[config.mk]
export PLATFORM = sky130hd
export DESIGN_NAME = websocket_frame_deframer_flat
export DESIGN_NICKNAME = d
export VERILOG_FILES = /design/src/sv/wsd_pkg.sv /design/src/sv/wsd_chan_if.sv /design/src/sv/websocket_frame_deframer.sv /design/src/flat_wrapper.sv
export SDC_FILE = /design/constraint.sdc
export NUM_CORES = 1
export LEC_CHECK = 0
export BUFFER_PORTS_ARGS = -buffer_cell sky130_fd_sc_hd__buf_2
export CAP_MARGIN = 30
export CORE_MARGIN = 4
export CORE_UTILIZATION = 50
export DETAILED_ROUTE_END_ITERATION = 6
export PLACE_DENSITY_LB_ADDON = 0.08
export SLEW_MARGIN = 15
export SYNTH_ARGS = -nofsm -noshare
export SYNTH_HDL_FRONTEND = slang
export SYNTH_SLANG_ARGS = --single-unit
[constraint.sdc]
create_clock -name clk -period 6.2 [get_ports clk]
set_input_delay 0.31 -clock clk [delete_from_list [all_inputs] [get_ports clk]]
set_output_delay 0.31 -clock clk [all_outputs]
set_load 0.01 [all_outputs]
[src/sv/wsd_pkg.sv]
`timescale 1ns / 1ps
`default_nettype none
// Shared types and constants for the WebSocket frame deframer.
// Used by the channel interfaces and the top level; depends on nothing.
package wsd_pkg;

  localparam int unsigned BYTE_W = 8;
  localparam int unsigned LEN_W  = 63;
  localparam int unsigned ACC_W  = 64;
  localparam int unsigned KEY_W  = 32;

  typedef logic [BYTE_W-1:0] byte_t;
  typedef logic [LEN_W-1:0]  len_t;

  // Result kinds
  typedef logic [1:0] kind_t;
  localparam kind_t KIND_HEADER  = 2'd0;
  localparam kind_t KIND_PAYLOAD = 2'd1;
  localparam kind_t KIND_ERROR   = 2'd2;

  // Error codes
  typedef logic [1:0] err_t;
  localparam err_t ERR_OPCODE  = 2'd0;
  localparam err_t ERR_INFLATE = 2'd1;
  localparam err_t ERR_TOPBIT  = 2'd2;

  // Opcodes accepted on header byte one
  typedef logic [3:0] opcode_t;
  localparam opcode_t OP_CONT  = 4'h0;
  localparam opcode_t OP_TEXT  = 4'h1;
  localparam opcode_t OP_BIN   = 4'h2;
  localparam opcode_t OP_CLOSE = 4'h8;
  localparam opcode_t OP_PING  = 4'h9;
  localparam opcode_t OP_PONG  = 4'hA;

  // Seven-bit length escapes and the minimum 16-bit extended length
  localparam logic [6:0] LEN7_EXT16 = 7'd126;
  localparam logic [6:0] LEN7_EXT64 = 7'd127;
  localparam logic [15:0] MIN_EXT16 = 16'd126;

endpackage : wsd_pkg
`default_nettype wire

[src/sv/wsd_chan_if.sv]
`timescale 1ns / 1ps
`default_nettype none
// Valid/ready channel interfaces: raw byte input and decoded result output.
// Depends on wsd_pkg for payload types.
interface wsd_byte_if
  import wsd_pkg::*;
();
  logic  valid;
  logic  ready;
  byte_t byte_in;

  modport source (output valid, output byte_in, input ready);
  modport sink   (input valid, input byte_in, output ready);
endinterface : wsd_byte_if

interface wsd_result_if
  import wsd_pkg::*;
();
  logic       valid;
  logic       ready;
  kind_t      kind;
  logic       fin;
  logic [2:0] rsv_bits;
  opcode_t    opcode;
  logic       masked;
  len_t       payload_length;
  byte_t      data_out;
  logic       last;
  err_t       error_code;

  modport source (output valid, output kind, output fin, output rsv_bits, output opcode,
                  output masked, output payload_length, output data_out, output last,
                  output error_code, input ready);
  modport sink   (input valid, input kind, input fin, input rsv_bits, input opcode,
                  input masked, input payload_length, input data_out, input last,
                  input error_code, output ready);
endinterface : wsd_result_if
`default_nettype wire

[src/sv/websocket_frame_deframer.sv]
`timescale 1ns / 1ps
`default_nettype none
// WebSocket frame deframer top level: byte input register, header/payload
// parser and result register. Depends on wsd_pkg and wsd_chan_if.
//
//   channel | dir | handshake      | payload
//   in_ch   | in  | valid/ready    | byte_in[7:0]
//   out_ch  | out | valid/ready    | kind, fin, rsv_bits, opcode, masked,
//           |     |                | payload_length, data_out, last, error_code
//
// One byte per cycle unless out_ch stalls; a result is registered from its
// input byte, the parser sitting between the input and result registers.
// Reset returns the parser to the first header byte and clears any fault.
// A stall on out_ch holds the result register; the input register then
// fills and in_ch.ready drops until the result is taken.
module websocket_frame_deframer
  import wsd_pkg::*;
(
  input  wire          clk,
  input  wire          rst_n,
  wsd_byte_if.sink     in_ch,
  wsd_result_if.source out_ch
);

  typedef enum logic [2:0] {
    PH_FIRST,
    PH_SECOND,
    PH_EXT16,
    PH_EXT64,
    PH_MASK,
    PH_PAYLOAD,
    PH_FAULT
  } phase_t;

  // Input register
  logic  in_vld_r;
  byte_t in_byte_r;

  // Parser state
  phase_t           phase_r, phase_nxt;
  logic [2:0]       cnt_r, cnt_nxt;
  byte_t            first_r, first_nxt;
  logic             mask_r, mask_nxt;
  logic [ACC_W-1:0] acc_r, acc_nxt;
  logic [KEY_W-1:0] key_r, key_nxt;
  len_t             rem_r, rem_nxt;
  logic [1:0]       midx_r, midx_nxt;

  // Result register
  logic       out_vld_r;
  kind_t      kind_r, kind_nxt;
  logic       fin_r, fin_nxt;
  logic [2:0] rsv_r, rsv_nxt;
  opcode_t    op_r, op_nxt;
  logic       masked_r, masked_nxt;
  len_t       len_r, len_nxt;
  byte_t      data_r, data_nxt;
  logic       last_r, last_nxt;
  err_t       err_r, err_nxt;
  logic       emit;

  logic p_go;
  logic in_rdy;

  logic [ACC_W-1:0] acc_sh;
  opcode_t          b_op;
  logic             op_ok;
  byte_t            key_byte;
  len_t             rem_dec;

  assign p_go   = in_vld_r && (!out_vld_r || out_ch.ready);
  assign in_rdy = !in_vld_r || p_go;
  assign in_ch.ready = in_rdy;

  assign acc_sh  = {acc_r[ACC_W-BYTE_W-1:0], in_byte_r};
  assign b_op    = in_byte_r[3:0];
  assign op_ok   = (b_op == OP_CONT) || (b_op == OP_TEXT) || (b_op == OP_BIN) ||
                   (b_op == OP_CLOSE) || (b_op == OP_PING) || (b_op == OP_PONG);
  assign rem_dec = (rem_r != '0) ? rem_r - len_t'(1) : rem_r;

  always_comb begin
    case (midx_r)
      2'd0:    key_byte = key_r[31:24];
      2'd1:    key_byte = key_r[23:16];
      2'd2:    key_byte = key_r[15:8];
      default: key_byte = key_r[7:0];
    endcase
  end

  always_comb begin
    logic       hdr;
    len_t       hdr_len;
    logic       hdr_mask;
    hdr       = 1'b0;
    hdr_len   = len_t'(acc_r);
    hdr_mask  = mask_r;
    phase_nxt = phase_r;
    cnt_nxt   = cnt_r;
    first_nxt = first_r;
    mask_nxt  = mask_r;
    acc_nxt   = acc_r;
    key_nxt   = key_r;
    rem_nxt   = rem_r;
    midx_nxt  = midx_r;
    emit       = 1'b0;
    kind_nxt   = KIND_HEADER;
    fin_nxt    = 1'b0;
    rsv_nxt    = '0;
    op_nxt     = '0;
    masked_nxt = 1'b0;
    len_nxt    = '0;
    data_nxt   = '0;
    last_nxt   = 1'b0;
    err_nxt    = ERR_OPCODE;

    case (phase_r)
      PH_FIRST: begin
        first_nxt = in_byte_r;
        if (!op_ok) begin
          emit      = 1'b1;
          kind_nxt  = KIND_ERROR;
          err_nxt   = ERR_OPCODE;
          phase_nxt = PH_FAULT;
        end else begin
          phase_nxt = PH_SECOND;
        end
      end
      PH_SECOND: begin
        mask_nxt = in_byte_r[7];
        cnt_nxt  = '0;
        acc_nxt  = '0;
        if (in_byte_r[6:0] == LEN7_EXT16) begin
          phase_nxt = PH_EXT16;
        end else if (in_byte_r[6:0] == LEN7_EXT64) begin
          phase_nxt = PH_EXT64;
        end else begin
          acc_nxt = ACC_W'(in_byte_r[6:0]);
          if (in_byte_r[7]) begin
            key_nxt   = '0;
            phase_nxt = PH_MASK;
          end else begin
            hdr      = 1'b1;
            hdr_len  = len_t'(in_byte_r[6:0]);
            hdr_mask = 1'b0;
          end
        end
      end
      PH_EXT16, PH_EXT64: begin
        acc_nxt = acc_sh;
        cnt_nxt = cnt_r + 3'd1;
        if ((phase_r == PH_EXT16 && cnt_r == 3'd1) ||
            (phase_r == PH_EXT64 && cnt_r == 3'd7)) begin
          cnt_nxt = '0;
          if (phase_r == PH_EXT16 && acc_sh[15:0] < MIN_EXT16) begin
            emit      = 1'b1;
            kind_nxt  = KIND_ERROR;
            err_nxt   = ERR_INFLATE;
            phase_nxt = PH_FAULT;
          end else if (phase_r == PH_EXT64 && acc_sh[ACC_W-1:16] == '0) begin
            emit      = 1'b1;
            kind_nxt  = KIND_ERROR;
            err_nxt   = ERR_INFLATE;
            phase_nxt = PH_FAULT;
          end else if (phase_r == PH_EXT64 && acc_sh[ACC_W-1]) begin
            emit      = 1'b1;
            kind_nxt  = KIND_ERROR;
            err_nxt   = ERR_TOPBIT;
            phase_nxt = PH_FAULT;
          end else if (mask_r) begin
            key_nxt   = '0;
            phase_nxt = PH_MASK;
          end else begin
            hdr     = 1'b1;
            hdr_len = len_t'(acc_sh);
          end
        end
      end
      PH_MASK: begin
        key_nxt = {key_r[KEY_W-BYTE_W-1:0], in_byte_r};
        cnt_nxt = cnt_r + 3'd1;
        if (cnt_r == 3'd3) begin
          cnt_nxt = '0;
          hdr     = 1'b1;
          hdr_len = len_t'(acc_r);
        end
      end
      PH_PAYLOAD: begin
        emit     = 1'b1;
        kind_nxt = KIND_PAYLOAD;
        data_nxt = mask_r ? (in_byte_r ^ key_byte) : in_byte_r;
        midx_nxt = midx_r + 2'd1;
        rem_nxt  = rem_dec;
        if (rem_dec == '0) begin
          last_nxt  = 1'b1;
          phase_nxt = PH_FIRST;
        end
      end
      PH_FAULT: begin
        // drop every item until reset
      end
      default: begin
        phase_nxt = PH_FIRST;
      end
    endcase

    if (hdr) begin
      emit       = 1'b1;
      kind_nxt   = KIND_HEADER;
      fin_nxt    = first_r[7];
      rsv_nxt    = first_r[6:4];
      op_nxt     = first_r[3:0];
      masked_nxt = hdr_mask;
      len_nxt    = hdr_len;
      rem_nxt    = hdr_len;
      midx_nxt   = '0;
      if (hdr_len == '0) begin
        last_nxt  = 1'b1;
        phase_nxt = PH_FIRST;
      end else begin
        phase_nxt = PH_PAYLOAD;
      end
    end
  end

  always_ff @(posedge clk) begin
    if (!rst_n) begin
      in_vld_r  <= 1'b0;
      out_vld_r <= 1'b0;
      phase_r   <= PH_FIRST;
      cnt_r     <= '0;
      first_r   <= '0;
      mask_r    <= 1'b0;
      acc_r     <= '0;
      key_r     <= '0;
      rem_r     <= '0;
      midx_r    <= '0;
    end else begin
      if (in_ch.valid && in_rdy) begin
        in_vld_r <= 1'b1;
      end else if (p_go) begin
        in_vld_r <= 1'b0;
      end
      if (p_go) begin
        out_vld_r <= emit;
        phase_r   <= phase_nxt;
        cnt_r     <= cnt_nxt;
        first_r   <= first_nxt;
        mask_r    <= mask_nxt;
        acc_r     <= acc_nxt;
        key_r     <= key_nxt;
        rem_r     <= rem_nxt;
        midx_r    <= midx_nxt;
      end else if (out_ch.ready) begin
        out_vld_r <= 1'b0;
      end
    end
  end

  // Payload registers: no reset
  always_ff @(posedge clk) begin
    if (in_ch.valid && in_rdy) begin
      in_byte_r <= in_ch.byte_in;
    end
    if (p_go && emit) begin
      kind_r   <= kind_nxt;
      fin_r    <= fin_nxt;
      rsv_r    <= rsv_nxt;
      op_r     <= op_nxt;
      masked_r <= masked_nxt;
      len_r    <= len_nxt;
      data_r   <= data_nxt;
      last_r   <= last_nxt;
      err_r    <= err_nxt;
    end
  end

  assign out_ch.valid          = out_vld_r;
  assign out_ch.kind           = kind_r;
  assign out_ch.fin            = fin_r;
  assign out_ch.rsv_bits       = rsv_r;
  assign out_ch.opcode         = op_r;
  assign out_ch.masked         = masked_r;
  assign out_ch.payload_length = len_r;
  assign out_ch.data_out       = data_r;
  assign out_ch.last           = last_r;
  assign out_ch.error_code     = err_r;

endmodule : websocket_frame_deframer
`default_nettype wire

[src/flat_wrapper.sv]
// flat-port wrapper written by rule: the top's interface ports become plain ports
module websocket_frame_deframer_flat import wsd_pkg::*;
  (clk, rst_n, in_ch_valid, in_ch_byte_in, in_ch_ready, out_ch_valid, out_ch_kind, out_ch_fin, out_ch_rsv_bits, out_ch_opcode, out_ch_masked, out_ch_payload_length, out_ch_data_out, out_ch_last, out_ch_error_code, out_ch_ready);
  wsd_byte_if in_ch_i ();
  wsd_result_if out_ch_i ();
  input  wire clk;
  input  wire rst_n;
  input wire logic [$bits(in_ch_i.valid)-1:0] in_ch_valid;
  input wire logic [$bits(in_ch_i.byte_in)-1:0] in_ch_byte_in;
  output wire logic [$bits(in_ch_i.ready)-1:0] in_ch_ready;
  output wire logic [$bits(out_ch_i.valid)-1:0] out_ch_valid;
  output wire logic [$bits(out_ch_i.kind)-1:0] out_ch_kind;
  output wire logic [$bits(out_ch_i.fin)-1:0] out_ch_fin;
  output wire logic [$bits(out_ch_i.rsv_bits)-1:0] out_ch_rsv_bits;
  output wire logic [$bits(out_ch_i.opcode)-1:0] out_ch_opcode;
  output wire logic [$bits(out_ch_i.masked)-1:0] out_ch_masked;
  output wire logic [$bits(out_ch_i.payload_length)-1:0] out_ch_payload_length;
  output wire logic [$bits(out_ch_i.data_out)-1:0] out_ch_data_out;
  output wire logic [$bits(out_ch_i.last)-1:0] out_ch_last;
  output wire logic [$bits(out_ch_i.error_code)-1:0] out_ch_error_code;
  input wire logic [$bits(out_ch_i.ready)-1:0] out_ch_ready;
  assign in_ch_i.valid = in_ch_valid;
  assign in_ch_i.byte_in = in_ch_byte_in;
  assign in_ch_ready = in_ch_i.ready;
  assign out_ch_valid = out_ch_i.valid;
  assign out_ch_kind = out_ch_i.kind;
  assign out_ch_fin = out_ch_i.fin;
  assign out_ch_rsv_bits = out_ch_i.rsv_bits;
  assign out_ch_opcode = out_ch_i.opcode;
  assign out_ch_masked = out_ch_i.masked;
  assign out_ch_payload_length = out_ch_i.payload_length;
  assign out_ch_data_out = out_ch_i.data_out;
  assign out_ch_last = out_ch_i.last;
  assign out_ch_error_code = out_ch_i.error_code;
  assign out_ch_i.ready = out_ch_ready;
  websocket_frame_deframer u_core (.clk(clk), .rst_n(rst_n), .in_ch(in_ch_i), .out_ch(out_ch_i));
endmodule
# Word level (Yosys, flattened, before mapping)
# Index checks and enable logic that the tools add are counted.
word_totals:
  ram_bits: 0
  latch_bits: 0
  mem_bits_ro: 0
  wordCells: 181
  out_inout_bits: 87
  regBits: 270
  inputBits: 12
  mem_count: 0
op_classes:
  bitwise_logic: 3
  n_eq_ne: 31
  n_reduce_logical: 41
  shift: 0
  div_mod_pow: 0
  multipliers: 0
  order_cmp: 1
  addsub: 3
  n_mux: 81
ops:
  columns: ["operator", "count"]
  rows:
  - ["$mux 63", 12]
  - ["$mux 32", 8]
  - ["$pmux 63 s2", 2]
  - ["$logic_not 63->1", 2]
  - ["$pmux 32 s3", 1]
  - ["$reduce_bool 63->1", 1]
  - ["$sub 63x1->63 const B", 1]
  - ["$logic_not 48->1", 1]
  - ["$mux 3", 14]
  - ["$mux 1", 29]
  - ["$pmux 8 s3", 1]
  - ["$lt 16x7->1 const B", 1]
  - ["$pmux 3 s5", 1]
  - ["$eq 7x7->1 const B", 2]
  - ["$mux 2", 7]
  - ["$eq 3x3->1 const B", 4]
  - ["$eq 4x4->1 const B", 3]
  - ["$reduce_and 2->1", 6]
  - ["$ne 2x2->1 const B", 5]
  - ["$reduce_and 10->1", 1]
  - ["$eq 3x2->1 const B", 3]
  - ["$pmux 3 s3", 1]
  - ["$logic_and 1x1->1", 8]
  - ["$logic_or 1x1->1", 8]
  - ["26 further kinds", 38]

# Logic depth before layout (Yosys ltp)
depth:
  depth_word: 10
  mapped_depth: 14
  depth_no_buf: 12

# Worst setup path after synthesis
# Ideal clock, no wire load.
synth_timing:
  kind: "reg2reg"
  start: "reg u_core.cnt_r[0]"
  end: "reg u_core.data_r[0] (netlist: u_core.out_ch.data_out[0]), enable pin"
  required_ps: 5757
  arrival_ps: 4159
  synth_period_minus_slack_ps: 4601
  setup_ps: 443
  slack_ps: 1599
  path_buffers: 1
  stages_incl_launch_ff: 11
  path_cell_list: "dfxtp_1 ha_1 or3b_2 a21o_1 nor3_1 nand2_2 o21ai_2 nor2_2 a21oi_1 clkbuf_1 a21o_1"
synth_via:
  elab_chain_cells: 7
  word_cells_on_any_way: 13
  cone_classes: "eq/ne: 3; mux: 6; reduce/logical: 4"
synth_rtl:
  columns: ["item", "line", "text"]
  rows:
  - ["start, declared", "websocket_frame_deframer.sv:41", "logic [2:0] cnt_r, cnt_nxt;"]
  - ["start signal, assigned", "websocket_frame_deframer.sv:246", "cnt_r <= cnt_nxt;"]
  - ["$eq 3x1->1 / $eq 3x3->1 (equally long branches)", "websocket_frame_deframer.sv:151, websocket_frame_deframer.sv:152", null]
  - ["$logic_and 1x1->1, on equally long branches", "websocket_frame_deframer.sv:151, websocket_frame_deframer.sv:152", null]
  - ["$logic_or 1x1->1", "websocket_frame_deframer.sv:151", "if ((phase_r == PH_EXT16 && cnt_r == 3'd1) ||"]
  - ["$mux 1", "websocket_frame_deframer.sv:151", null]
  - ["$pmux 1 s3", "websocket_frame_deframer.sv:116", "case (phase_r)"]
  - ["$mux 1 (*)", "websocket_frame_deframer.sv:206", "if (hdr) begin"]
  - ["$logic_and 1x1->1 (*)", "websocket_frame_deframer.sv:264", "if (p_go && emit) begin"]
  - ["end signal, assigned", "websocket_frame_deframer.sv:271", "data_r <= data_nxt;"]
  - ["end, declared", "websocket_frame_deframer.sv:57", "byte_t data_r, data_nxt;"]
# Mark *: on every way between the ends. The rest lies on a longest branch, timed or not.
# A chain may end at the register's enable or synchronous reset.

# Final worst setup path
layout_timing:
  start: "reg u_core.phase_r[0]"
  end: "reg u_core.len_r[24] (netlist: u_core.out_ch.payload_length[24]), enable pin"
layout_via:
  elab_chain_cells: 9
  word_cells_on_any_way: 25
  cone_classes: "eq/ne: 5; mux: 11; reduce/logical: 9"
layout_rtl:
  columns: ["item", "line", "text"]
  rows:
  - ["start, declared", "websocket_frame_deframer.sv:40", "phase_t phase_r, phase_nxt;"]
  - ["start signal, assigned", "websocket_frame_deframer.sv:245", "phase_r <= phase_nxt;"]
  - ["$eq 3x2->1", null, null]
  - ["$logic_and 1x1->1", "websocket_frame_deframer.sv:164", "end else if (phase_r == PH_EXT64 && acc_sh[ACC_W-1]) begin"]
  - ["$mux 1", "websocket_frame_deframer.sv:164", null]
  - ["$mux 1", "websocket_frame_deframer.sv:159", "end else if (phase_r == PH_EXT64 && acc_sh[ACC_W-1:16] == '0) begin"]
  - ["$mux 1", "websocket_frame_deframer.sv:154", "if (phase_r == PH_EXT16 && acc_sh[15:0] < MIN_EXT16) begin"]
  - ["$mux 1", "websocket_frame_deframer.sv:151", null]
  - ["$pmux 1 s3", "websocket_frame_deframer.sv:116", null]
  - ["$mux 1 (*)", "websocket_frame_deframer.sv:206", null]
  - ["$logic_and 1x1->1 (*)", "websocket_frame_deframer.sv:264", null]
  - ["end signal, assigned", "websocket_frame_deframer.sv:270", "len_r <= len_nxt;"]
  - ["end, declared", "websocket_frame_deframer.sv:56", "len_t len_r, len_nxt;"]
# Marked as above.

==> results.ini <==
[floorplan]
core_um2 = 27100
die-width_um = 175
fp.dieArea_um2 = 30500
chipHeight_um = 175
row_count = 60
pin_count = 99
start_util = 0.512

[power]
power_density_nw_per_um2 = 253
leakagePower_uw = 0.00564
p_switching_uw = 983
combPwrFrac = 0.090
irDropWorstVdd_uv = 219
p_clk_frac = 0.429
seqPwrFrac = 0.480
p_int_uw = 2990
switching_share = 0.247

[logic_synthesis]
yosysUniqueCellTypes = 75
syn_area_um2 = 13900
synth_edf_count = 93
synthArstFlopShare = 0
synth_top_family_by_area = compound AO/OA/AOI/OAI gates
synth-simple-area-share = 0.238
synth_compound_area_frac = 0.242
synth-seq-cells = 270
synthAdderAreaFrac = 0.00992
yosysSeqAreaShare = 0.457
yosys_most_used_dff = dfxtp_1
synthMuxAreaShare = 0.00649
synth-xor-area-share = 0.00757
ys.warnings.count = 0
avgSynthCellArea_um2 = 9.04
synth.net_count = 1558
syn_inst = 1535

[route]
wl_um = 45300
drc = 0
routedWlPerCell_um = 23.0
routed_via_density = 6.30
vias = 12405
drtIter0Drc = 1579
drtPass1Iterations = 5
ant_nets = 0

[timing]
finalCritPeriodShare = 0.705
clock_skew_ns = 0.0181
final-hold-violation-count = 0
setup-violations-final = 0
min_period_ns = 4.37
rsz0062_at_grt = false
fmax_mhz = 229
maxSlewHeadroom = 0.384
final-max-slew-violation-count = 0
finalSetupTns_ns = 0
tightest_slew_ns = 0.921

[grt]
grt_max_degree = 88
antenna_found_initial = 1
overflow = 0
grt_first_pass_wirelength_um = 69800
grt_pass1_vias = 11709
track_usage = 0.286

[clocking]
clk_path_buf_depth = 3
root_buffer = clkbuf_16
clk_pin_slew_ns = 0.06
cts.htree.levels = 1
post_cts_resize_count = 0
clock_latency_ns = 0.57
cts_buffers = 30
cts_tree = done
cts_sinks = 270

[placed_design]
gp_congestion = 0.949
dpl-instance-area_um2 = 14600
hpwlAfterDp_um = 31400
portBuffers = 98

[finish]
syn2layout_area_growth_pct = 13.0
drive_gt1_frac = 0.125
finalNetCount = 1597
antennaDiodeCount = 0
stdcell_area_um2 = 15700

[critical_path]
critPathArrivalTime_ns = 4.56
path_depth = 9
path_class = register to register
end_kind = register
crit_fanout = 45
r2r-start = u_core.phase_r[0]
critPathRequiredTime_ns = 6.39
cp_slowest_cell = o21ai_2
startpoint = u_core.phase_r[0]
r2r_end = u_core.out_ch.payload_length[24]
r2r_slack_ns = 1.83
start_kind = register
cpPeakStageDelay_ns = 0.61
cp_top_family = compound AO/OA/AOI/OAI gates
cp.buffers_inverters = 1
reg2reg_depth = 9
path_cells = or3b_2, a21o_1, nor3_1, nand2_2, o21ai_2, nor2_2, a21oi_4, a21o_4, buf_4
crit_end = u_core.out_ch.payload_length[24]

[min_path]
hp-class = input pin to register
hold_start = out_ch_ready

[run]
drv_cap = 0

[outcome]
status = complete, no violations

## state kept, by name (all words and copies together) (netlist names)
register,cells
u_core.acc_r,63
u_core.out_ch.payload_length,63
u_core.rem_r,63
u_core.key_r,32
u_core.first_r,8
u_core.in_byte_r,8
u_core.out_ch.data_out,8
u_core.out_ch.opcode,4
u_core.cnt_r,3
u_core.out_ch.rsv_bits,3
u_core.phase_r,3
u_core.midx_r,2
u_core.out_ch.error_code,2
u_core.out_ch.kind,2
u_core.in_vld_r,1
u_core.mask_r,1
u_core.out_ch.fin,1
u_core.out_ch.last,1
u_core.out_ch.masked,1
u_core.out_ch.valid,1
## per-layer routing
layer | vias to the layer above | share of wire | track usage
met4 | 2 | 0.040 | 0.102
met1 | 6022 | 0.43 | 0.391
li1 | 5810 | - | -
met2 | 474 | 0.47 | 0.465
met3 | 97 | 0.066 | 0.0448
met5 | - | 0.00029 | 0
## power by group through the flow
| stage | Combinational [uW] | Sequential [uW] | Clock (uW) |
|---|---|---|---|
| finish | 359 | 1910 | 1710 |
| global route | 387 | 1910 | 1820 |
| CTS | 355 | 1910 | 1740 |
| detailed placement | 349 | 1940 | 0 |
| global placement | 343 | 1940 | 0 |
| floorplan | 222 | 1940 | 0 |
## placed cells by master, fill, tap and decap left out, drive strengths merged, types with 7 or more instances in the layout
master | synthesis | final
and2 | 26 | 26
o21ai | 130 | 130
and3 | 12 | 12
ha | 11 | 11
nor2b | 100 | 100
or4 | 20 | 20
nor4b | 8 | 8
a22o | 54 | 54
edfxtp | 93 | 93
or2 | 8 | 8
o31ai | 8 | 8
clkinv | 0 | 10
nand4 | 16 | 16
nand2 | 117 | 117
inv | 18 | 19
o21bai | 7 | 7
nand3 | 57 | 57
nand2b | 11 | 11
dlygate4sd3 | 0 | 9
clkbuf | 97 | 43
a21oi | 51 | 51
nor2 | 99 | 99
a22oi | 76 | 76
xor2 | 10 | 10
a222oi | 8 | 8
nor3 | 58 | 58
a31oi | 15 | 15
o31a | 10 | 10
o21a | 7 | 7
or3 | 14 | 14
nor4 | 40 | 40
a31o | 7 | 7
a21o | 7 | 7
mux2i | 9 | 9
buf | 23 | 117
dfxtp | 177 | 177
a21boi | 68 | 68
## worst min path at each step
| stage | endpoint | slack, ns | depth (start not counted) |
|---|---|---|---|
| 2_1_floorplan | u_core.in_byte_r[0] | 0.41 | 0 |
| 3_3_place_gp | u_core.key_r[25] | 0.45 | 2 |
| 3_5_place_dp | u_core.key_r[24] | 0.45 | 2 |
| 4_1_cts | u_core.out_ch.valid | 0.11 | 3 |
| 5_1_grt | u_core.out_ch.valid | 0.16 | 3 |
| 6_report | u_core.out_ch.valid | 0.14 | 3 |
## tightest hold or removal path, cell delays in order
cell	delay, ns
buf_2	0.08
nor2b_1	0.08
o21a_1	0.19
## logic make-up (layout without fill, tap and decap cells)
kind of cell	Yosys count	in the layout
adder cells (fa/ha/maj)	11	11
multiplexers	9	9
buffers and inverters	138	201
AO/OA/AOI/OAI	487	487
XOR/XNOR	12	12
flip-flops	270	270
AND/OR/NAND/NOR	608	608
## cells in the mapped netlist, types with 12 or more instances
master    number  area [um^2]
dfxtp_1      177         3540
a22oi_1       76          571
nor3_1        58          290
buf_1         12         45.0
a31oi_1       15         93.8
nand2_1      115          432
nand4_1       16          100
and3_1        12         75.1
nor4_1        35          219
or3_1         14         87.6
nor2b_1      100          626
a21boi_0      64          480
o21ai_0      125          626
and2_1        26          163
edfxtp_1      93         2790
a21oi_1       51          255
or4_1         18          135
a22o_1        54          473
clkbuf_1      97          364
inv_1         18         67.6
nand3_1       56          280
nor2_1        98          368
## repair_timing
| item | CTS | global route |
|---|---|---|
| buffers inserted | 0 | 0 |
| hold buffers | 9 | 0 |
| hold endpoints to repair | 9 | 0 |
## per-stage QoR
stage	hold slack, ns	worst slack (ns)	utilization	total power [uW]	std cells
floorplan	0.409	1.60	-	2170	1535
global placement	0.449	2.04	0.536	2290	1900
detailed placement	0.455	1.92	0.540	2290	1905
CTS	0.113	1.91	0.579	4000	1970
global route	0.160	1.58	0.579	4110	1970
finish	0.145	1.83	0.579	3970	1970
## final cells by class
cell class,count,area (um^2)
Fill cell,2462,11400
Multi-Input combinational cell,1127,7050
Sequential cell,270,6340
Clock buffer,43,850
Timing Repair Buffer,127,816
Tap cell,372,465
Clock inverter,13,101
Inverter,18,67.6
Note: power is estimated with default switching activity, not from simulation.
